### src/rtl/skl_pkg.sv
`default_nettype none
// ----------------------------------------------------------------------------
// skl_pkg: shared types and constants
// Entry and result layouts, opcodes and register map of the sorted key table.
// ----------------------------------------------------------------------------
package skl_pkg;

	localparam int MAX_ENTRIES_DEF = 256;

	localparam int KEY_W     = 64;
	localparam int OFFSET_W  = 32;
	localparam int TYPE_W    = 8;
	localparam int SLOT_W    = 8;
	localparam int COUNT_W   = 9;

	localparam int CFG_ADDR_W = 3;
	localparam int CFG_DATA_W = 32;

	localparam logic [0:0] OP_WRITE  = 1'b0;
	localparam logic [0:0] OP_LOOKUP = 1'b1;

	// register indexes (byte address is four times the index)
	localparam logic [0:0] REG_ENTRY_COUNT = 1'b0;

	typedef struct packed {
		logic [KEY_W-1:0]    key;
		logic [OFFSET_W-1:0] payload_offset;
		logic [OFFSET_W-1:0] payload_size;
		logic [OFFSET_W-1:0] name_offset;
		logic [TYPE_W-1:0]   type_code;
	} skl_entry_t;

	typedef struct packed {
		logic                found;
		logic [SLOT_W-1:0]   match_index;
		logic [OFFSET_W-1:0] match_payload_offset;
		logic [OFFSET_W-1:0] match_payload_size;
		logic [OFFSET_W-1:0] match_name_offset;
		logic [TYPE_W-1:0]   match_type_code;
	} skl_result_t;

endpackage
`default_nettype wire

### src/rtl/skl_cfg.sv
`default_nettype none
// ----------------------------------------------------------------------------
// skl_cfg: configuration register port
// APB-style access to the entry count register.
// ----------------------------------------------------------------------------
module skl_cfg (
	input  wire logic                                 clk,
	input  wire logic                                 arst_n,
	input  wire logic                                 psel,
	input  wire logic                                 penable,
	input  wire logic                                 pwrite,
	input  wire logic [skl_pkg::CFG_ADDR_W-1:0]       paddr,
	input  wire logic [skl_pkg::CFG_DATA_W-1:0]       pwdata,
	output logic      [skl_pkg::CFG_DATA_W-1:0]       prdata,
	output logic                                      pready,
	output logic      [skl_pkg::COUNT_W-1:0]          entry_count
);
	import skl_pkg::*;

	logic [COUNT_W-1:0] entry_count_q;
	logic               reg_idx;
	logic               wr_en;

	assign reg_idx = paddr[CFG_ADDR_W-1];
	assign wr_en   = psel && penable && pwrite;
	assign pready  = 1'b1;

	always_ff @(posedge clk or negedge arst_n) begin
		if (!arst_n) begin
			entry_count_q <= '0;
		end else if (wr_en && reg_idx == REG_ENTRY_COUNT) begin
			entry_count_q <= pwdata[COUNT_W-1:0];
		end
	end

	always_comb begin
		prdata = '0;
		if (reg_idx == REG_ENTRY_COUNT) begin
			prdata = CFG_DATA_W'(entry_count_q);
		end
	end

	assign entry_count = entry_count_q;

endmodule
`default_nettype wire

### config.mk
export PLATFORM = sky130hd
export DESIGN_NAME = skl_cfg
export DESIGN_NICKNAME = d
export VERILOG_FILES = /design/src/rtl/skl_pkg.sv /design/src/rtl/skl_cfg.sv
export SDC_FILE = /design/constraint.sdc
export NUM_CORES = 1
export LEC_CHECK = 0
export BUFFER_PORTS_ARGS = -buffer_cell sky130_fd_sc_hd__clkbuf_2
export CAP_MARGIN = 40
export CORE_ASPECT_RATIO = 0.8
export CORE_MARGIN = 5
export CORE_UTILIZATION = 33
export DETAILED_ROUTE_END_ITERATION = 8
export HOLD_SLACK_MARGIN = 0.03
export PLACE_DENSITY = 0.84
export SLEW_MARGIN = 5
export SYNTH_ARGS = -nofsm -noshare
export SYNTH_HDL_FRONTEND = slang
export SYNTH_SLANG_ARGS = --single-unit
### constraint.sdc
create_clock -name clk -period 1.45 [get_ports clk]
set_input_delay 0.2175 -clock clk [delete_from_list [all_inputs] [get_ports clk]]
set_output_delay 0.2175 -clock clk [all_outputs]
set_load 0.02 [all_outputs]
==> qor.csv, run 1 <==
metric,value,unit
final_layout_size_suffix_gt1_share,60.7,%
drt_wl_total,1200,um
gr-total-overflow,0,
stdcell_count,113,
clock_path_buffers,2,
r2r_end,entry_count[1]$_DFFE_PN0P_,
clock-skew-final,0,ps
wire_per_inst,10.6,um
synth_area,617,um2
hold_path_startpoint,pwdata[6],
syn_avg_cell_area,11.4,um2
yosysSeqAreaShare,36.5,%
dpl.hpwl,1030,um
hold_class,in -> reg,
slew_viol_final,0,
cts_max_level,1,
crit_fanout,3,
post-route-period-util,83.5,%
clock-sinks,9,
ys_types,6,
numCtsBuffers,3,
route.vias.total,422,
worstSetupEndpointType,primary output,
cap_violations,0,
synthTopCellsByArea,"dfrtp_1, buf_4, mux2_2",
drt_iter0_markers,1,
antenna_cells,0,
drtAntennaViolNets,0,
syn-instance-count,54,
tns,0,ps
yosysWarningCount,0,
max_freq,826,MHz
drcViolationCount,0,
outcome,finished clean,
clock_latency,250,ps
track_usage,8.20,%
dieArea,0.00284,mm2
power.total,909,uW
criticalPathCategory,reg -> out,
cts_tree,yes,
num_io_pins,82,
holdPathStages,2,
finalHoldViolations,0,
fin_crit,1210,ps
synth_top_area_share,36.5,%
num_rows,14,
place_area,709,um2
r2r_cells,1,
largest_reg_flops,9,
final_nets,130,
die_height,48.7,um
syn2layout_area_growth,20.9,%
crit_arrival,990,ps
worstPathRequired,1230,ps
place_inst,108,
clk_pin_slew,60,ps
min_to,entry_count[6]$_DFFE_PN0P_,
final_cell_area,746,um2
yosysTopAreaCell,dfrtp_1,
antenna_found_initial,0,
setup_viol_count_final,0,
gp_congestion,0.619,
peakVddDrop,0.698,mV
reg2reg_slack,680,ps
grt_max_degree,11,
port_buffers,32,
cts-root-buf,clkbuf_4,
leakage,0.443,nW
final_common_cell,clkbuf_2,
core,0.00182,mm2
fillCellCount,189,
ys_ff_latch,9,
grt_pass1_vias,397,
dieWidth,58.3,um
dr.pass1.iters,4,
post-route-util,40.9,%
rr_startpoint,entry_count[1]$_DFFE_PN0P_,
grt_pass1_wl,1760,um
via_per_inst,3.73,
final_cell_mix,"clkbuf_2, conb_1, and2b_2, mux2_2, dfrtp_1",
powerDensity,1220,mW/mm2
cp-start-kind,flip-flop,
rsz0062_at_grt,false,
start_util,33.9,%
[where the power goes]
group / switching (mW) / internal, mW / leakage [nW]
Combinational: 0.242 / 0.140 / 0.320
Clock: 0.0779 / 0.105 / 0.0150
Sequential: 0.0366 / 0.307 / 0.108
Total: 0.356 / 0.553 / 0.443
[how the worst max path moves through the flow]
stage | slack [ps] | endpoint | from | cells past startpoint
5_1_grt | 200 | prdata[1] | entry_count[1]$_DFFE_PN0P_ | 2
2_1_floorplan | 530 | prdata[0] | entry_count[0]$_DFFE_PN0P_ | 1
3_3_place_gp | 340 | entry_count[7]$_DFFE_PN0P_ | paddr[2] | 3
3_5_place_dp | 310 | entry_count[1]$_DFFE_PN0P_ | paddr[2] | 3
4_1_cts | 240 | prdata[3] | entry_count[3]$_DFFE_PN0P_ | 2
6_report | 240 | prdata[1] | entry_count[1]$_DFFE_PN0P_ | 2
[area by class of cell]
class | count | area, um2 | share of cell area (%)
Timing Repair Buffer | 33 | 170 | 22.8
Sequential cell | 9 | 225 | 30.2
Clock buffer | 4 | 26.3 | 3.52
Multi-Input combinational cell | 43 | 294 | 39.4
Tap cell | 24 | 30.0 | 4.03
[cells by family (layout without fill, tap and decap cells)]
| kind of cell | count (synthesis) | count (layout) | synth area share (%) |
|---|---|---|---|
| AND/OR/NAND/NOR | 10 | 10 | 16.6 |
| flip-flops | 9 | 9 | 36.5 |
| buffers and inverters | 24 | 37 | 29.2 |
| other | 2 | 24 | 1.22 |
| multiplexers | 9 | 9 | 16.4 |
[metrics by stage]
step	hold WS (ps)	worst slack [ps]
3_5_place_dp	85.1	309
6_report	195	240
4_1_cts	188	241
3_3_place_gp	79.8	341
5_1_grt	194	196
2_1_floorplan	-78.1	531
[routing by layer]
metal / routed length, um / vias up / GRT usage (%)
li1: - / 195 / -
met1: 393 / 191 / 7.90
met2: 644 / 36 / 15.8
met3: 161 / 0 / 2.13
met4: 0 / 0 / 3.47
met5: 0 / - / 0
[synth_stat cells]
master	count
and2b_2	9
buf_4	24
conb_1	2
dfrtp_1	9
mux2_2	9
nand4b_4	1
[critical path: stages, from the launching register on]
cell      delay, ps
dfrtp_1         390
and2b_2         200
clkbuf_2        150
[repair_timing]
action / in CTS / in global routing
hold endpoints to repair: 9 / 0
buffers inserted: 0 / 0
resized for setup: 0 / 0
hold buffers: 1 / 0
(Power assumes the default switching activity.)
==> inputs of run 2 (changes only) <==
--- a/config.mk
+++ b/config.mk
@@ -9,10 +9,10 @@
 export CAP_MARGIN = 40
 export CORE_ASPECT_RATIO = 0.8
 export CORE_MARGIN = 5
-export CORE_UTILIZATION = 33
+export CORE_UTILIZATION = 30
 export DETAILED_ROUTE_END_ITERATION = 8
 export HOLD_SLACK_MARGIN = 0.03
-export PLACE_DENSITY = 0.84
+export PLACE_DENSITY = 0.78
 export SLEW_MARGIN = 5
 export SYNTH_ARGS = -nofsm -noshare
 export SYNTH_HDL_FRONTEND = slang
==> constraint.sdc (replaced) <==
create_clock -name clk -period 1.3 [get_ports clk]
set_input_delay 0.195 -clock clk [delete_from_list [all_inputs] [get_ports clk]]
set_output_delay 0.195 -clock clk [all_outputs]
set_load 0.02 [all_outputs]
==> run 2 against run 1 <==
  * Non-clock buffer count stayed put
  * Cell count stayed put
  * Critical path type unchanged
  * Total power is 13% higher
  * Largest cell class unchanged
  * Highest routed layer is now met4
  * Utilization is 2.2 points lower
  * Die area is 8.1% higher
  * Combinational power is 12% higher
==> qor.csv, run 2 (synthesis results as in run 1) <==
metric,value,unit,change
dieWidth,60.7,um,+4.0%
num_rows,14,,unchanged
cts_max_level,1,,unchanged
r2r_end,entry_count[8]$_DFFE_PN0P_,,
drt_iter0_markers,1,,unchanged
drt_wl_total,1250,um,+4.1%
antenna_found_initial,0,,unchanged
gr-total-overflow,0,,unchanged
dieArea,0.00307,mm2,+8.1%
die_height,50.6,um,+3.9%
gp_congestion,0.619,,unchanged
numCtsBuffers,3,,unchanged
hold_class,in -> reg,,
rsz0062_at_grt,false,,
clock_path_buffers,2,,unchanged
core,0.00193,mm2,+5.8%
cts_tree,yes,,
hold_path_startpoint,pwdata[7],,
fillCellCount,192,,+1.6%
cts_setup_buffers,0,,unchanged
slew_viol_final,0,,unchanged
fin_crit,1200,ps,
clk_pin_slew,60,ps,about the same
drcViolationCount,0,,unchanged
grt_pass1_vias,451,,+14%
cp-start-kind,flip-flop,,
finalHoldViolations,0,,unchanged
final_nets,130,,unchanged
r2r_cells,1,,unchanged
leakage,0.443,nW,unchanged
min_to,entry_count[7]$_DFFE_PN0P_,,
grt_pass1_wl,1910,um,+8.6%
cap_violations,0,,unchanged
wire_per_inst,11.0,um,+4.1%
outcome,finished clean,,
via_per_inst,3.71,,-0.71%
seq_area,225,um2,unchanged
grt_max_degree,11,,unchanged
largest_reg_flops,9,,unchanged
dpl.hpwl,1030,um,+0.58%
fin_ws,96.0,ps,-144 ps
crit_arrival,1010,ps,+20 ps
multiInputGateArea,294,um2,unchanged
rr_startpoint,entry_count[8]$_DFFE_PN0P_,,
post-route-period-util,92.6,%,
peakVddDrop,0.841,mV,+20%
drtAntennaViolNets,0,,unchanged
max_freq,831,MHz,
port_buffers,32,,unchanged
final_common_cell,clkbuf_2,,
post-place-ws,176,ps,-133 ps
worstSetupEndpointType,primary output,,
clock_latency,260,ps,about the same
crit_fanout,3,,unchanged
route.vias.total,419,,-0.71%
criticalPathCategory,reg -> out,,
tns,0,ps,unchanged
clock-sinks,9,,unchanged
final_cell_mix,"clkbuf_2, conb_1, and2b_2, mux2_2, dfrtp_1",,
reg2reg_slack,520,ps,-160 ps
setup_viol_count_final,0,,unchanged
antenna_cells,0,,unchanged
start_util,32.0,%,-1.8 points
clock-skew-final,0,ps,unchanged
post-route-util,38.7,%,-2.2 points
worstPathRequired,1110,ps,-120 ps
cts-root-buf,clkbuf_4,,
final_layout_size_suffix_gt1_share,60.7,%,unchanged
powerDensity,1370,mW/mm2,+13%
holdWs,164,ps,-31.5 ps
track_usage,8.45,%,+0.25 points
holdPathStages,2,,unchanged
num_io_pins,82,,unchanged
dr.pass1.iters,2,,-2
syn2layout_area_growth,20.9,%,unchanged
-- run 2: where the power goes --
| part | internal (mW) | total (mW) | switching, mW | leakage (nW) |
|---|---|---|---|---|
| clock | 0.118 | 0.211 | 0.0929 | 0.0150 |
| sequential | 0.342 | 0.385 | 0.0430 | 0.108 |
| combinational | 0.156 | 0.426 | 0.270 | 0.320 |
-- run 2: how the worst max path moves through the flow --
| stage | start | endpoint | slack (ps) | cells past startpoint |
|---|---|---|---|---|
| after CTS | entry_count[8]$_DFFE_PN0P_ | prdata[8] | 90 | 2 |
| after floorplan | entry_count[0]$_DFFE_PN0P_ | prdata[0] | 400 | 1 |
| after global placement | paddr[2] | entry_count[0]$_DFFE_PN0P_ | 190 | 3 |
| final | entry_count[7]$_DFFE_PN0P_ | prdata[7] | 100 | 2 |
| after detailed placement | paddr[2] | entry_count[1]$_DFFE_PN0P_ | 180 | 3 |
| after global routing | entry_count[8]$_DFFE_PN0P_ | prdata[8] | 60 | 2 |
-- run 2: layer usage --
layer	GRT usage [%]	up-vias	wire (um)
met5	0	-	0
met4	5.42	0	7
met3	1.79	2	161
met2	14.9	36	639
met1	8.84	187	439
li1	-	194	-
-- run 2: layout make-up --
class,count,area share (%)
Clock buffer,4,3.52
Multi-Input combinational cell,43,39.4
Sequential cell,9,30.2
Tap cell,24,4.03
Timing Repair Buffer,33,22.8
-- run 2: per-stage QoR --
step                cell area [um2]  instances  power (mW)
floorplan                       699         76       0.723
global placement                709        108       0.804
detailed placement              709        108       0.815
CTS                             746        113        1.03
global route                    746        113        1.09
finish                          746        113        1.02
-- run 2: critical path, stage by stage, from the launching register on --
cell and delay [ps]:
dfrtp_1 400, and2b_2 200, clkbuf_2 150
-- run 2: repair_timing --
| item | CTS | global route |
|---|---|---|
| resized for setup | 0 | 0 |
| endpoints found under the hold margin | 9 | 0 |
| hold buffers | 1 | 0 |
==> inputs of run 3 (changes only) <==
--- a/config.mk
+++ b/config.mk
@@ -5,7 +5,7 @@
 export SDC_FILE = /design/constraint.sdc
 export NUM_CORES = 1
 export LEC_CHECK = 0
-export BUFFER_PORTS_ARGS = -buffer_cell sky130_fd_sc_hd__clkbuf_2
+export BUFFER_PORTS_ARGS = -buffer_cell sky130_fd_sc_hd__buf_2
 export CAP_MARGIN = 40
 export CORE_ASPECT_RATIO = 0.8
 export CORE_MARGIN = 5
==> run 3 against run 2 <==
  * Highest routed layer unchanged
  * Wire length down 1.2%
  * Cell area stayed put
  * Largest cell class unchanged
  * Clock skew stayed put
==> qor.csv, run 3 (synthesis results as in run 1) <==
metric,value,unit,change
outcome,finished clean,,
grtUsageMet3,1.79,%,unchanged
p_clk_share,20.4,%,-0.2 points
die_height,50.6,um,unchanged
antenna_found_initial,0,,unchanged
worstSetupEndpointType,primary output,,
clock_latency,250,ps,about the same
port_buffers,32,,unchanged
grt_pass1_wl,1870,um,-2.2%
fin_ws,116,ps,+20.2 ps
rsz0062_at_grt,false,,
num_rows,14,,unchanged
post-route-period-util,91.1,%,-1.6 points
track_usage,8.28,%,-0.17 points
powerDensity,1360,mW/mm2,-0.68%
final_nets,130,,unchanged
syn2layout_area_growth,20.9,%,unchanged
peakVddDrop,0.729,mV,-13%
clock-sinks,9,,unchanged
cts-root-buf,clkbuf_4,,
criticalPathCategory,reg -> out,,
drt_iter0_markers,0,,-1
hold_class,in -> reg,,
final_layout_size_suffix_gt1_share,60.7,%,unchanged
wire_per_inst,10.9,um,-1.2%
clock_path_buffers,2,,unchanged
post-place-ws,191,ps,+15.4 ps
worstPathRequired,1110,ps,about the same
dieWidth,60.7,um,unchanged
grt_max_degree,11,,unchanged
finalHoldViolations,0,,unchanged
p_sw_share,39.1,%,-0.62 points
cts.repair.resized,0,,unchanged
cap_violations,0,,unchanged
setup_viol_count_final,0,,unchanged
dieArea,0.00307,mm2,unchanged
largest_reg_flops,9,,unchanged
final_cell_mix,"buf_2, conb_1, and2b_2, mux2_2, dfrtp_1",,
cts_tree,yes,,
drcViolationCount,0,,unchanged
core,0.00193,mm2,unchanged
cts_max_level,1,,unchanged
p_int,619,uW,+0.34%
power_frac_comb,42.2,%,+0.5 points
antenna_cells,0,,unchanged
slew_viol_final,0,,unchanged
leakage,0.443,nW,about the same
p_switching,397,uW,-2.2%
cp-start-kind,flip-flop,,
seqPwrFrac,37.4,%,-0.3 points
start_util,32.0,%,unchanged
max_freq,845,MHz,+1.7%
tns,0,ps,unchanged
final_common_cell,buf_2,,
globalRouteMet2Util,14.8,%,-0.18 points
numCtsBuffers,3,,unchanged
final_cell_area,746,um2,unchanged
gp_congestion,0.596,,-3.7%
place_area,709,um2,unchanged
gr-total-overflow,0,,unchanged
drt_wl_total,1230,um,-1.2%
dpl.hpwl,1040,um,+0.70%
via_per_inst,3.72,,+0.24%
crit_fanout,3,,unchanged
route.vias.total,420,,+0.24%
fin_crit,1180,ps,-20.2 ps
drtAntennaViolNets,0,,unchanged
dr.pass1.iters,1,,-1
crit_arrival,990,ps,-20 ps
reg2reg_slack,530,ps,about the same
num_io_pins,82,,unchanged
clk_pin_slew,60,ps,about the same
grt_most_used_layer,met2,,
clock-skew-final,0,ps,unchanged
holdWs,169,ps,+5.48 ps
grt_use_met1,8.49,%,-0.35 points
grt_pass1_vias,434,,-3.8%
-- run 3: what timing repair did --
action,in CTS,in global routing
hold buffers,1,0
endpoints found under the hold margin,9,0
setup endpoints to repair,0,0
buffers inserted,0,0
-- run 3: final timing paths --
kind,start,end,cells after the start
worst max-delay path,entry_count[2]$_DFFE_PN0P_,prdata[2],2
worst min-delay path,pwdata[4],entry_count[4]$_DFFE_PN0P_,2
worst max register to register,entry_count[7]$_DFFE_PN0P_,entry_count[7]$_DFFE_PN0P_,1
worst min register to register,entry_count[1]$_DFFE_PN0P_,entry_count[1]$_DFFE_PN0P_,1
max in group asynchronous,arst_n,entry_count[3]$_DFFE_PN0P_,2
min in group asynchronous,arst_n,entry_count[8]$_DFFE_PN0P_,2
-- run 3: stage by stage --
step | std cells | utilization, % | total power, mW
3_5_place_dp | 108 | 36.8 | 0.815
5_1_grt | 113 | 38.7 | 1.09
6_report | 113 | 38.7 | 1.02
2_1_floorplan | 76 | - | 0.723
4_1_cts | 113 | 38.7 | 1.03
3_3_place_gp | 108 | 36.8 | 0.802
-- run 3: metal layers --
| metal | up-vias | share of wire, % |
|---|---|---|
| met5 | - | 0 |
| met3 | 2 | 15 |
| li1 | 194 | - |
| met1 | 188 | 34 |
| met2 | 36 | 51 |
| met4 | 0 | 0.57 |
-- run 3: power groups by stage --
stage	combinational, mW	sequential, mW	clock, mW
floorplan	0.262	0.461	0
global placement	0.422	0.381	0
detailed placement	0.429	0.386	0
CTS	0.432	0.381	0.221
global route	0.458	0.391	0.239
finish	0.429	0.380	0.207
-- run 3: cell type report --
| cell class | instances | area [um2] |
|---|---|---|
| clock buffers | 4 | 26.3 |
| flip-flops and latches | 9 | 225 |
| well taps | 24 | 30.0 |
| repair buffers | 33 | 170 |
| fillers | 202 | 1180 |
| multi-input cells | 43 | 294 |
-- run 3: critical path, stage by stage, from the launching register on --
cell and delay [ps]:
dfrtp_1 390, and2b_2 200, buf_2 150
